==> src/sv/bpe_pkg.sv <==
// shared types and codes for the button press event block
package bpe_pkg;

  localparam int unsigned TimeW   = 32;
  localparam int unsigned PeriodW = 16;
  localparam int unsigned CodeW   = 3;
  localparam int unsigned CfgIdxW = 2;

  // default depth of the queue between classifier and state machine
  localparam int unsigned QueueDepthDefault = 2;

  // configuration register indexes
  localparam logic [CfgIdxW-1:0] CfgIdlePeriod     = 2'd0;
  localparam logic [CfgIdxW-1:0] CfgDebouncePeriod = 2'd1;
  localparam logic [CfgIdxW-1:0] CfgLongPeriod     = 2'd2;
  localparam logic [CfgIdxW-1:0] CfgRepeatPeriod   = 2'd3;

  // register reset values
  localparam logic [PeriodW-1:0] IdlePeriodRst     = 16'd10;
  localparam logic [PeriodW-1:0] DebouncePeriodRst = 16'd20;
  localparam logic [PeriodW-1:0] LongPeriodRst     = 16'd500;
  localparam logic [PeriodW-1:0] RepeatPeriodRst   = 16'd100;

  // event codes
  localparam logic [CodeW-1:0] EvNone    = 3'd0;
  localparam logic [CodeW-1:0] EvPress   = 3'd1;
  localparam logic [CodeW-1:0] EvLong    = 3'd2;
  localparam logic [CodeW-1:0] EvRepeat  = 3'd3;
  localparam logic [CodeW-1:0] EvRelease = 3'd4;

  // mode codes as seen on the result
  localparam logic [CodeW-1:0] ModeIdleCode     = 3'd0;
  localparam logic [CodeW-1:0] ModeDebounceCode = 3'd1;
  localparam logic [CodeW-1:0] ModePressedCode  = 3'd2;
  localparam logic [CodeW-1:0] ModeRepeatCode   = 3'd3;
  localparam logic [CodeW-1:0] ModeReleasedCode = 3'd4;

  // classified sample held in the queue
  typedef struct packed {
    logic [TimeW-1:0] time_now;
    logic             low;
  } bpe_item_t;

  // queue to back end handshake
  typedef struct packed {
    logic      valid;
    bpe_item_t item;
  } bpe_queue_t;

endpackage

==> src/sv/bpe_front.sv <==
// front end: accepts samples, classifies the pin and queues them
module bpe_front #(
  parameter int unsigned Depth = bpe_pkg::QueueDepthDefault
) (
  input  logic                          clk_i,
  input  logic                          rst_ni,
  input  logic                          in_valid_i,
  output logic                          in_ready_o,
  input  logic [bpe_pkg::TimeW-1:0]     time_now_i,
  input  logic                          pin_level_i,
  output bpe_pkg::bpe_queue_t           queue_o,
  input  logic                          pop_i
);
  import bpe_pkg::*;

  localparam int unsigned PtrW = (Depth > 1) ? $clog2(Depth) : 1;
  localparam int unsigned CntW = $clog2(Depth + 1);
  localparam logic [PtrW-1:0] LastPtr = PtrW'(Depth - 1);
  localparam logic [CntW-1:0] FullCnt = CntW'(Depth);

  bpe_item_t       mem_q [Depth];
  logic [PtrW-1:0] wr_ptr_q, wr_ptr_d;
  logic [PtrW-1:0] rd_ptr_q, rd_ptr_d;
  logic [CntW-1:0] count_q, count_d;
  logic            push, pop;
  bpe_item_t       item_in;

  // active-low pin: zero means pressed
  assign item_in.time_now = time_now_i;
  assign item_in.low      = ~pin_level_i;

  assign in_ready_o = (count_q != FullCnt);
  assign push       = in_valid_i && in_ready_o;
  assign pop        = pop_i && (count_q != '0);

  assign queue_o.valid = (count_q != '0);
  assign queue_o.item  = mem_q[rd_ptr_q];

  always_comb begin
    wr_ptr_d = wr_ptr_q;
    rd_ptr_d = rd_ptr_q;
    count_d  = count_q;
    if (push) begin
      wr_ptr_d = (wr_ptr_q == LastPtr) ? '0 : wr_ptr_q + PtrW'(1);
    end
    if (pop) begin
      rd_ptr_d = (rd_ptr_q == LastPtr) ? '0 : rd_ptr_q + PtrW'(1);
    end
    if (push && !pop) begin
      count_d = count_q + CntW'(1);
    end else if (pop && !push) begin
      count_d = count_q - CntW'(1);
    end
  end

  always_ff @(posedge clk_i or negedge rst_ni) begin
    if (!rst_ni) begin
      wr_ptr_q <= '0;
      rd_ptr_q <= '0;
      count_q  <= '0;
    end else begin
      wr_ptr_q <= wr_ptr_d;
      rd_ptr_q <= rd_ptr_d;
      count_q  <= count_d;
    end
  end

  always_ff @(posedge clk_i) begin
    if (push) begin
      mem_q[wr_ptr_q] <= item_in;
    end
  end

endmodule

==> src/sv/bpe_back.sv <==
// back end: button state machine, configuration registers and result register
module bpe_back (
  input  logic                          clk_i,
  input  logic                          rst_ni,
  input  logic                          cfg_we_i,
  input  logic [bpe_pkg::CfgIdxW-1:0]   cfg_idx_i,
  input  logic [bpe_pkg::PeriodW-1:0]   cfg_data_i,
  input  bpe_pkg::bpe_queue_t           queue_i,
  output logic                          pop_o,
  output logic                          out_valid_o,
  input  logic                          out_ready_i,
  output logic [bpe_pkg::CodeW-1:0]     event_code_o,
  output logic [bpe_pkg::CodeW-1:0]     mode_now_o
);
  import bpe_pkg::*;

  typedef enum logic [CodeW-1:0] {
    ModeIdle     = ModeIdleCode,
    ModeDebounce = ModeDebounceCode,
    ModePressed  = ModePressedCode,
    ModeRepeat   = ModeRepeatCode,
    ModeReleased = ModeReleasedCode
  } mode_e;

  mode_e              mode_q, mode_d;
  logic [PeriodW-1:0] timeout_q, timeout_d;
  logic [TimeW-1:0]   last_time_q, last_time_d;
  logic [CodeW-1:0]   event_q, event_d;
  logic               out_valid_q, out_valid_d;

  logic [PeriodW-1:0] idle_period_q, debounce_period_q, long_period_q, repeat_period_q;

  logic [TimeW-1:0]   elapsed;
  logic [PeriodW-1:0] limit;
  logic               expired;
  logic               low;
  logic [TimeW-1:0]   now;

  // take a sample whenever the result slot is free or being emptied
  assign pop_o = queue_i.valid && (!out_valid_q || out_ready_i);

  assign now     = queue_i.item.time_now;
  assign low     = queue_i.item.low;
  assign elapsed = now - last_time_q;
  // idle compares against the live register, other modes against the latched limit
  assign limit   = (mode_q == ModeIdle) ? idle_period_q : timeout_q;
  assign expired = elapsed > {{(TimeW-PeriodW){1'b0}}, limit};

  always_comb begin
    mode_d      = mode_q;
    timeout_d   = timeout_q;
    last_time_d = last_time_q;
    event_d     = EvNone;
    unique case (mode_q)
      ModeIdle: begin
        if (expired) begin
          if (low) begin
            mode_d    = ModeDebounce;
            timeout_d = debounce_period_q;
          end else begin
            timeout_d = idle_period_q;
          end
          last_time_d = now;
        end
      end
      ModeDebounce: begin
        if (low) begin
          if (expired) begin
            event_d     = EvPress;
            mode_d      = ModePressed;
            timeout_d   = long_period_q;
            last_time_d = now;
          end
        end else begin
          mode_d    = ModeIdle;
          timeout_d = idle_period_q;
        end
      end
      ModePressed: begin
        if (low) begin
          if (expired) begin
            event_d     = EvLong;
            mode_d      = ModeRepeat;
            timeout_d   = repeat_period_q;
            last_time_d = now;
          end
        end else begin
          mode_d    = ModeReleased;
          timeout_d = idle_period_q;
        end
      end
      ModeRepeat: begin
        if (low) begin
          if (expired) begin
            event_d     = EvRepeat;
            last_time_d = now;
          end
        end else begin
          mode_d    = ModeReleased;
          timeout_d = idle_period_q;
        end
      end
      ModeReleased: begin
        event_d     = EvRelease;
        last_time_d = now;
        mode_d      = ModeIdle;
        timeout_d   = idle_period_q;
      end
      default: begin
        mode_d = mode_q;
      end
    endcase
  end

  always_comb begin
    out_valid_d = out_valid_q;
    if (pop_o) begin
      out_valid_d = 1'b1;
    end else if (out_ready_i) begin
      out_valid_d = 1'b0;
    end
  end

  always_ff @(posedge clk_i or negedge rst_ni) begin
    if (!rst_ni) begin
      mode_q      <= ModeIdle;
      timeout_q   <= '0;
      last_time_q <= '0;
      out_valid_q <= 1'b0;
      event_q     <= EvNone;
    end else begin
      out_valid_q <= out_valid_d;
      if (pop_o) begin
        mode_q      <= mode_d;
        timeout_q   <= timeout_d;
        last_time_q <= last_time_d;
        event_q     <= event_d;
      end
    end
  end

  always_ff @(posedge clk_i or negedge rst_ni) begin
    if (!rst_ni) begin
      idle_period_q     <= IdlePeriodRst;
      debounce_period_q <= DebouncePeriodRst;
      long_period_q     <= LongPeriodRst;
      repeat_period_q   <= RepeatPeriodRst;
    end else if (cfg_we_i) begin
      unique case (cfg_idx_i)
        CfgIdlePeriod:     idle_period_q     <= cfg_data_i;
        CfgDebouncePeriod: debounce_period_q <= cfg_data_i;
        CfgLongPeriod:     long_period_q     <= cfg_data_i;
        CfgRepeatPeriod:   repeat_period_q   <= cfg_data_i;
        default:           idle_period_q     <= idle_period_q;
      endcase
    end
  end

  assign out_valid_o  = out_valid_q;
  assign event_code_o = event_q;
  assign mode_now_o   = mode_q;

endmodule

==> src/sv/button_press_event_fsm.sv <==
// top level of the button press event block: queue front end and state machine back end
//
//  channel  | direction | handshake                     | payload
//  ---------+-----------+-------------------------------+---------------------------
//  in       | input     | in_valid_i / in_ready_o       | time_now_i, pin_level_i
//  out      | output    | out_valid_o / out_ready_i     | event_code_o, mode_now_o
//  cfg      | input     | cfg_we_i (no wait)            | cfg_idx_i, cfg_data_i
//
// one transaction per cycle sustained while out_ready_i stays high; every input transaction gives exactly one result
// a transaction is registered in the queue, then its result is registered by the state update
// the state update (one 32-bit subtract and compare) is the loop that sets the rate
// reset empties the queue, returns the mode to idle, zeroes the latched limit and the
// last time, clears the result, and loads the default periods into the registers
// a stalled output holds its result while the queue keeps taking input until it is full
module button_press_event_fsm #(
  parameter int unsigned QueueDepth = bpe_pkg::QueueDepthDefault
) (
  input  logic                          clk_i,
  input  logic                          rst_ni,
  // sample channel
  input  logic                          in_valid_i,
  output logic                          in_ready_o,
  input  logic [bpe_pkg::TimeW-1:0]     time_now_i,
  input  logic                          pin_level_i,
  // result channel
  output logic                          out_valid_o,
  input  logic                          out_ready_i,
  output logic [bpe_pkg::CodeW-1:0]     event_code_o,
  output logic [bpe_pkg::CodeW-1:0]     mode_now_o,
  // configuration writes
  input  logic                          cfg_we_i,
  input  logic [bpe_pkg::CfgIdxW-1:0]   cfg_idx_i,
  input  logic [bpe_pkg::PeriodW-1:0]   cfg_data_i
);
  import bpe_pkg::*;

  bpe_queue_t queue;
  logic       pop;

  // front end: classify the pin level and buffer the transaction
  bpe_front #(
    .Depth (QueueDepth)
  ) u_front (
    .clk_i       (clk_i),
    .rst_ni      (rst_ni),
    .in_valid_i  (in_valid_i),
    .in_ready_o  (in_ready_o),
    .time_now_i  (time_now_i),
    .pin_level_i (pin_level_i),
    .queue_o     (queue),
    .pop_i       (pop)
  );

  // back end: timeouts, mode changes and the result register
  bpe_back u_back (
    .clk_i        (clk_i),
    .rst_ni       (rst_ni),
    .cfg_we_i     (cfg_we_i),
    .cfg_idx_i    (cfg_idx_i),
    .cfg_data_i   (cfg_data_i),
    .queue_i      (queue),
    .pop_o        (pop),
    .out_valid_o  (out_valid_o),
    .out_ready_i  (out_ready_i),
    .event_code_o (event_code_o),
    .mode_now_o   (mode_now_o)
  );

  // a press event always lands in the pressed mode
  assert property (@(posedge clk_i) disable iff (!rst_ni)
    (out_valid_o && event_code_o == EvPress) |-> (mode_now_o == ModePressedCode))
    else $error("press event without pressed mode");

  // a long press event always moves into the repeat mode
  assert property (@(posedge clk_i) disable iff (!rst_ni)
    (out_valid_o && event_code_o == EvLong) |-> (mode_now_o == ModeRepeatCode))
    else $error("long press event without repeat mode");

  // a release event always returns to idle
  assert property (@(posedge clk_i) disable iff (!rst_ni)
    (out_valid_o && event_code_o == EvRelease) |-> (mode_now_o == ModeIdleCode))
    else $error("release event without idle mode");

  // the back end only takes from the queue when it holds something
  assert property (@(posedge clk_i) disable iff (!rst_ni)
    pop |-> queue.valid)
    else $error("pop from empty queue");

endmodule
==> config.mk <==
export PLATFORM = sky130hd
export DESIGN_NAME = button_press_event_fsm
export DESIGN_NICKNAME = d
export VERILOG_FILES = /design/src/sv/bpe_pkg.sv /design/src/sv/bpe_front.sv /design/src/sv/bpe_back.sv /design/src/sv/button_press_event_fsm.sv
export SDC_FILE = /design/constraint.sdc
export NUM_CORES = 1
export LEC_CHECK = 0
export ABC_AREA = 0
export CORE_ASPECT_RATIO = 0.9
export CORE_UTILIZATION = 58
export CTS_CLUSTER_SIZE = 20
export DETAILED_ROUTE_END_ITERATION = 6
export DONT_BUFFER_PORTS = 1
export GPL_ROUTABILITY_DRIVEN = 0
export HOLD_SLACK_MARGIN = 0.02
export PLACE_DENSITY = 0.74
export SLEW_MARGIN = 15
export SYNTH_ARGS = -nofsm -noshare
export SYNTH_HDL_FRONTEND = slang
export SYNTH_SLANG_ARGS = --single-unit
==> constraint.sdc <==
create_clock -name clk_i -period 16.5 [get_ports clk_i]
set_input_delay 0.825 -clock clk_i [delete_from_list [all_inputs] [get_ports clk_i]]
set_output_delay 0.825 -clock clk_i [all_outputs]
set_load 0.005 [all_outputs]
; Yosys cells after proc, flatten, opt, wreduce, memory -nomap -nowiden
; Memory sizes are Yosys's and may differ from the RTL's.
; Index checks and enable logic that the tools add are counted.
[op_classes]
n_addsub = 5
magnitude_cmp = 1
n_eq_ne = 14
muxes = 35
n_bitwise = 1
n_reduce_logical = 24
[ops]
columns = operator, count
row1 = 16-bit 2-to-1 mux, 8
row2 = 32-bit one-hot mux with 3 select lines, 1
row3 = 16-bit one-hot mux with 5 select lines, 1
row4 = 32-bit 2-to-1 mux, 2
row5 = 32-bit by 16-bit greater-than comparator with 1-bit output, 1
row6 = 32-bit subtractor, 1
row7 = 3-bit 2-to-1 mux, 10
row8 = 3-bit one-hot mux with 5 select lines, 1
row9 = 3-bit one-hot mux with 4 select lines, 1
row10 = 2-bit 2-to-1 mux, 4
row11 = 2-bit AND reduction, 4
row12 = 1-bit 2-to-1 mux, 7
row13 = 7-bit AND reduction, 1
row14 = 3-bit by 2-bit == test with 1-bit output (second input constant), 2
row15 = 2-bit != test (second input constant), 3
row16 = 3-bit by 2-bit != test with 1-bit output (second input constant), 2
row17 = 6-bit AND reduction, 1
row18 = 2-bit nonzero test, 3
row19 = 1-bit logical AND, 5
row20 = 5-bit nonzero test, 1
row21 = 2-bit == test (second input constant), 2
row22 = 2-bit by 1-bit != test with 1-bit output (second input constant), 2
row23 = 3-bit by 1-bit == test with 1-bit output (second input constant), 1
row24 = 3-bit == test (second input constant), 1
row25 = other kinds (12), 15
[totals]
regBits = 123
ramBits = 66
in_bits = 56
wordCells = 93
memories = 1
[memory_table]
columns = name, depth, word_bits, rd, rd_ports_with_merged_regs, wr, line_no
row1 = u_front.mem_q, 2, 33, 1, 0, 1, bpe_front.sv:21  ; bpe_item_t mem_q [Depth];

; Logic depth before layout (Yosys ltp)
; Gate-level depths: netlist (run 1).
[logic_depth]
ltp_word = 7
ltp_mapped = 22
ltp_nobuf = 19

; Modules after synthesis
; Synthesis (run 1) repeated with hierarchy kept, for this count alone.
[unflattened]
hier_cells = 833
hier_area_um2 = 10219.8
[by_module_without_submodules]
columns = mod, instances, cells_per_inst, area_per_inst_um2, seq_area_each_um2
row1 = bpe_back, 1, 711, 7488.4, 2994.1
row2 = bpe_front, 1, 122, 2731.4, 2082.0

; Worst setup path before layout (run 1)
; OpenSTA, ideal clock, no wires.
[synth_path]
path_kind = register to register
startpoint = register u_front.rd_ptr_q
endpoint = register u_back.timeout_q[0]
setup_time_ns = 0.125
t_arrival_ns = 5.355
t_required_ns = 16.375
path_slack_ns = 11.020
path_stages_with_launch = 22
path_buffers = 3
path_cell_list = dfrtp_1 buf_2 buf_1 mux2i_1 ha_1 fa_1 nor2b_4 o2111ai_4 a2111o_1 and2_2 xnor2_1 ha_1 nand4_1 nor4_1 nor3_1 o31a_1 or3_1 a211oi_1 nand4_2 o31ai_4 buf_12 mux2_4
[synth_via]
elab_chain_len = 5
[synth_lines]
columns = element, line_no
row1 = "start, declared", bpe_front.sv:23  ; logic [PtrW-1:0] rd_ptr_q, rd_ptr_d;
row2 = "start signal, assigned", bpe_front.sv:63  ; rd_ptr_q <= rd_ptr_d;
row3 = memory read 2 x 33 bit (*), n/a
row4 = 32-bit subtractor, bpe_back.sv:44  ; assign elapsed = now - last_time_q;
row5 = 32-bit by 16-bit greater-than comparator with 1-bit output, bpe_back.sv:47  ; assign expired = elapsed > {{(TimeW-PeriodW){1'b0}}, limit};
row6 = 3-bit by 2-bit != test with 1-bit output (no source line) / 2-bit by 1-bit != test with 1-bit output (equally long branches), n/a
row7 = 6-bit AND reduction (no source line), n/a
row8 = "end signal, assigned", bpe_back.sv:135  ; timeout_q <= timeout_d;
row9 = "end, declared", bpe_back.sv:26  ; logic [PeriodW-1:0] timeout_q, timeout_d;
; Every way passes the cells marked *; elsewhere a longest branch is shown, timed or not. The select of a mux whose other input is x is not followed.
; A chain may end at the register's enable or synchronous reset.

; Worst setup path in the final report (run 1)
[layout_path]
startpoint = register u_front.rd_ptr_q
endpoint = register u_back.timeout_q[14]
; Same word-level chain as after synthesis.

==> results.yml, run 1 <==
critical_path:
  r2r-end: "u_back.timeout_q[14]"
  reg2regPathDepth: 19
  cp_data_required_time_ns: 16.81
  r2r_start: "u_front.rd_ptr_q"
  rrSetupSlack_ns: 10.28
  cp-end-kind: "flop"
  critPathTopFamily: "compound AO/OA/AOI/OAI gates"
  crit_fanout: 34
  critical-path-max-stage-delay_ns: 0.88
  cp-start-kind: "flop"
  cp_slowest_cell: "o31ai_4"
  critPathKind: "reg2reg"
  cp.buffers_inverters: 1
  cp_common_cell: "ha_1"
  cp.arrival_ns: 6.53
  crit_path_cell_trace: "buf_4 > mux2i_1 > ha_1 > fa_1 > nor2b_4 > o2111ai_4 > a2111o_1 > and2_2 > xnor2_1 > ha_1 > nand4_1 > nor4_1 > nor3_1 > o31a_1 > or3_1 > a211oi_1 > nand4_2 > o31ai_4 > mux2_2"
grt:
  grt_pass1_vias: 7096
  grt_start_max_net_pins: 124
  grt_pass1_wl_um: 35300
  antenna_found_initial: 0
  overflow: 0
  track_usage_pct: 24.6
cts:
  post_cts_resized: 0
  cts_sinks: 189
  cts_tree: "built"
  cts_buffers: 17
  clock_latency_ns: 0.43
  clkSlewWorstSetupHoldPaths_ns: 0.07
  htreeDepth: 4
  cts_setup_buffers: 0
  cts_buffer_depth: 2
  cts_hold_buffers: 0
  root_buffer: "clkbuf_16"
yosys:
  synth-edff-count: 66
  syn_inst: 884
  synth_fp_nets: 991
  synthDistinctLibCells: 79
  synth_warnings: 0
  synth_flop_cell: "dfrtp_1"
  synthArstFlopShare_pct: 65.1
  ys_seq_elements: 189
  avgSynthCellArea_um2: 11.9
  ys_seq_area_share_pct: 48.4
  synth_area_um2: 10500
cells_and_area:
  regArea_um2: 5080
  final_cell_mix: "mux2_2 (113), dfrtp_1 (110), nand2_1 (67), edfxtp_1 (66), ha_1 (50)"
  drive_above_1_share_pct: 23.0
  layout.nets: 986
  mostFrequentLayoutCell: "mux2_2"
  area_delta_synth_final_pct: 7.61
  multi_input_area_um2: 5070
  fill_cells: 1345
  n_antenna_cell: 0
  postLayoutCellArea_um2: 11300
detailed_routing:
  vias: 7060
  firstDrtPassIters: 6
  drc_errors: 0
  drt_first_iter_violations: 601
  final_antenna_net_count: 0
  wirelength_um: 21500
  viasPerCell: 6.24
  avgRoutedWirePerCell_um: 19.0
place:
  place_area_um2: 10700
  place_hpwl_um: 15600
  place_worst_setup_slack_ns: 10.28
  portBuffers: 0
die:
  dieArea_um2: 18600
  die_x_um: 144
  floorplan.initialDensity_pct: 59.4
  die_y_um: 130
  num_rows: 46
  core_area_um2: 17700
  ios: 64
job:
  max_cap_viol_count: 0
sta:
  setup-violations-final: 0
  fmax_mhz: 161
  hold_viol: 0
  final.setup.worst_slack_ns: 10.28
  final.period_utilization_pct: 37.7
  drv_slew: 0
  tightest_slew_ns: 0.992
  worst_clock_skew_ns: 0.0104
  rsz0062_at_grt: "no"
  max-slew-margin-rel_pct: 33.9
  finalSetupTns_ns: 0
  period_minus_slack_ns: 6.22
min_path:
  hold_class: "in2async"
run_status:
  status: "finished, final reports clean"
## cell type report
| class | count | share of cell area [%] |
|---|---|---|
| flip-flops and latches | 189 | 45.0 |
| multi-input cells | 614 | 44.9 |
| clock buffers | 23 | 4.70 |
| well taps | 240 | 2.66 |
| inverters | 49 | 1.63 |
| clock inverters | 9 | 0.599 |
| repair buffers | 8 | 0.532 |
## sequential cells by signal (all words and copies together) (netlist names), 2 cells and up
signal                    count
u_front.mem_q                66
u_back.mode_now_o             3
u_back.last_time_q           32
u_back.timeout_q             16
u_back.debounce_period_q     16
u_back.long_period_q         16
u_front.count_q               2
u_back.event_code_o           3
u_back.idle_period_q         16
u_back.repeat_period_q       16
## worst max-delay path by stage
stage | cells past startpoint | slack (ns) | from | endpoint
2_1_floorplan | 21 | 11.02 | u_front.rd_ptr_q | u_back.timeout_q[0]
3_5_place_dp | 19 | 10.28 | u_front.rd_ptr_q | u_back.timeout_q[14]
3_3_place_gp | 19 | 10.48 | u_front.rd_ptr_q | u_back.timeout_q[10]
5_1_grt | 19 | 9.86 | u_front.rd_ptr_q | u_back.timeout_q[15]
6_report | 19 | 10.28 | u_front.rd_ptr_q | u_back.timeout_q[14]
4_1_cts | 19 | 10.22 | u_front.rd_ptr_q | u_back.timeout_q[14]
## per-stage QoR
stage          instances  hold WS [ns]  util [%]
2_1_floorplan        884         0.461         -
3_3_place_gp        1100         0.461      60.5
3_5_place_dp        1100         0.465      60.5
4_1_cts             1132        0.0643      63.9
5_1_grt             1132        0.0670      63.9
6_report            1132        0.0864      63.9
## worst reg2reg max path, delay by kind of cell (launching register included)
kind	cells	cell delay, ns
multiplexers	2	0.61
AO/OA/AOI/OAI	5	1.95
buffers and inverters	1	0.40
adder cells (fa/ha/maj)	3	1.02
XOR/XNOR	1	0.13
flip-flops	1	0.36
AND/OR/NAND/NOR	7	1.64
## cell usage after synthesis (3+ instances only)
cell	number	area (um^2)
edfxtp_1	66	1980
mux2_4	10	150
or4_1	3	22.5
nand3b_1	4	30.0
or3_1	5	31.3
nand3_1	9	45.0
a22oi_1	33	248
nor3_1	16	80.1
mux2i_1	25	250
a2111o_1	3	33.8
o211ai_1	8	60.1
a21oi_2	3	26.3
a21oi_1	40	200
buf_2	8	40.0
dfrtp_1	110	2750
a21boi_0	6	45.0
nand2b_1	8	50.1
mux2_1	20	225
a31oi_1	3	18.8
buf_1	3	11.3
o2111ai_1	4	35.0
mux2_2	113	1270
nand4_1	12	75.1
nand2_1	67	251
dfstp_2	13	342
xnor2_1	15	131
a21o_1	5	37.5
xor2_1	7	61.3
nor2_1	38	143
o21a_1	10	75.1
and3_1	5	31.3
o31ai_1	4	30.0
clkbuf_1	15	56.3
inv_1	49	184
a211oi_2	4	50.1
nor4_1	4	25.0
buf_6	5	56.3
a211oi_1	5	37.5
o21ai_0	29	145
ha_1	50	626
## routing by layer
metal	global-route usage (%)	vias up	share of wire (%)
li1	-	3278	-
met1	32.6	3496	44
met2	39.2	254	47
met3	6.47	32	6.7
met5	0	-	0
met4	8.76	0	1.7
## cell families (layout without fill, tap and decap cells)
group                    after synthesis  count (layout)  share of synthesized area [%]
adder cells (fa/ha/maj)               51              51                           6.16
AO/OA/AOI/OAI                        185             185                           13.1
XOR/XNOR                              23              23                           1.99
AND/OR/NAND/NOR                      187             187                           8.79
buffers and inverters                 81              89                           3.51
flip-flops                           189             189                           48.4
multiplexers                         168             168                           18.1
Power of run 1 is left out: the tool's default activity adds up to more than one toggle a clock period on the data nets, which glitch-free logic cannot reach.
==> run 2: changes to the inputs <==
Settings changed: PLACE_DENSITY 0.74 to 0.76.
Clock period 16.5 ns to 5.3 ns, I/O delays scaled along.
==> run 2 against run 1 <==
Register-to-register slack worse by 10 ns. Sequential share of layout area is 3.6 points lower. Critical path depth is 1 higher. Die area stayed put. First-iteration DRC count is 15% lower. Setup slack worse by 10 ns. Design area is 8.7% higher. Maximum frequency is 21% higher. Global-route usage is 1.5 points higher. Clock skew is 0.0031 ns higher.
==> results.yml, run 2 (synthesis gave the netlist of run 1 again) <==
cells_and_area:
  area_delta_synth_final_pct: 17.0
  fill_cells: 1266
  mostFrequentLayoutCell: "mux2_2"
  layout.nets: 1067
  largestRegisters: "u_front.mem_q x66, u_back.last_time_q x32"
  max_flop_register: "u_front.mem_q"
  largest_register_ffs: 66
  final_cell_mix: "mux2_2 (112), dfrtp_1 (109), edfxtp_1 (66), nand2_1 (65), dlygate4sd3_1 (51)"
  drive_above_1_share_pct: 26.9
die:
  floorplan.initialDensity_pct: 59.4
  dieArea_um2: 18600
  die_y_um: 130
  die_x_um: 144
  ios: 64
  core_area_um2: 17700
  num_rows: 46
critical_path:
  crit_path_cell_trace: "buf_12 > mux2_2 > ha_1 > nand2_1 > nor2_1 > o2111ai_2 > nand2_2 > xor2_1 > ha_1 > nand4_1 > nor4_2 > nor3_1 > o31a_1 > or3_1 > a211oi_2 > nand4_2 > o31ai_4 > buf_6 > buf_16 > mux2_2"
  cp.arrival_ns: 5.48
  cp_slowest_cell: "dfrtp_2"
  reg2regPathDepth: 20
  critPathKind: "reg2reg"
  crit_fanout: 16
  cp-start-kind: "flop"
  critical-path-max-stage-delay_ns: 0.45
  cp_data_required_time_ns: 5.63
  cp-end-kind: "flop"
cts:
  cts_buffer_depth: 2
  clock_latency_ns: 0.44
  cts_buffers: 17
  clkSlewWorstSetupHoldPaths_ns: 0.07
  htreeDepth: 4
  root_buffer: "clkbuf_16"
  cts_sinks: 189
  cts_tree: "built"
grt:
  grt_start_max_net_pins: 124
  overflow: 0
  antenna_found_initial: 1
  grt_pass1_wl_um: 37100
  grt_pass1_vias: 7273
  track_usage_pct: 26.1
sta:
  worst_clock_skew_ns: 0.0135
  setup-violations-final: 0
  final.period_utilization_pct: 97.2
  max-slew-margin-rel_pct: 31.3
  hold_viol: 0
  fmax_mhz: 194
  drv_slew: 0
  final.setup.worst_slack_ns: 0.150
  period_minus_slack_ns: 5.15
  tightest_slew_ns: 1.02
job:
  max_cap_viol_count: 0
detailed_routing:
  avgRoutedWirePerCell_um: 19.4
  final_antenna_net_count: 0
  viasPerCell: 6.06
  wirelength_um: 23500
  vias: 7354
  firstDrtPassIters: 6
  drc_errors: 0
  drt_first_iter_violations: 508
min_path:
  hold_path_depth: 2
  hold_class: "in2reg"
place:
  portBuffers: 0
  place_worst_setup_slack_ns: -0.00206
  place_hpwl_um: 15300
run_status:
  status: "finished, final reports clean"
-- run 2: worst paths after layout --
kind / startpoint / end / slack (ns)
worst max-delay path: u_front.rd_ptr_q / u_back.last_time_q[2] / 0.15
worst min-delay path: in_valid_i / u_front.wr_ptr_q / 0.09
worst max register to register: u_front.rd_ptr_q / u_back.last_time_q[2] / 0.15
worst min register to register: u_back.last_time_q[16] / u_back.last_time_q[16] / 0.49
max in group asynchronous: rst_ni / u_front.rd_ptr_q / 4.35
min in group asynchronous: rst_ni / u_back.idle_period_q[4] / 0.44
-- run 2: metal layers --
metal | routed length (um) | global-route usage (%) | up-vias
met1 | 10800 | 36.2 | 3636
li1 | - | - | 3447
met3 | 1260 | 5.76 | 37
met5 | 0 | 0 | -
met2 | 11000 | 40.9 | 234
met4 | 405 | 8.57 | 0
-- run 2: per-stage QoR --
stage                     setup TNS, ns  hold slack, ns  cell area (um^2)  instances  util, %
final                                 0          0.0925             12300       1214     69.5
after global routing             -0.962           0.105             12300       1213     69.5
after CTS                             0          0.0741             12000       1200     68.0
after detailed placement       -0.00404         -0.0237             10800       1114     61.4
after global placement                0         -0.0247             10800       1114     61.4
after floorplan                       0         -0.0306             10500        884        -
-- run 2: cell type report --
type	instances	area (um^2)	area share, %
multi-input cells	614	5220	42.5
repair buffers	89	912	7.43
inverters	49	184	1.50
diodes	1	2.50	0.0204
clock inverters	11	90.1	0.734
well taps	240	300	2.45
flip-flops and latches	189	5080	41.4
clock buffers	21	493	4.02
-- run 2: critical path, delay by kind of cell (launching register included) --
family	cells	cell delay (ns)
simple gates	8	1.76
fa+ha+maj	2	0.77
compound gates	4	0.77
mux	2	0.71
buf+inv	3	0.51
flops	1	0.45
xor+xnor	1	0.07
-- run 2: timing repair --
action | 4_1_cts | 5_1_grt
hold buffers | 52 | 0
buffers inserted | 1 | 11
endpoints found under the hold margin | 254 | 0
setup endpoints to repair | 29 | 49
gates resized for setup | 3 | 32
gates cloned | 1 | 2
pin swaps | 3 | 15
Power of run 2 is left out for the same reason.
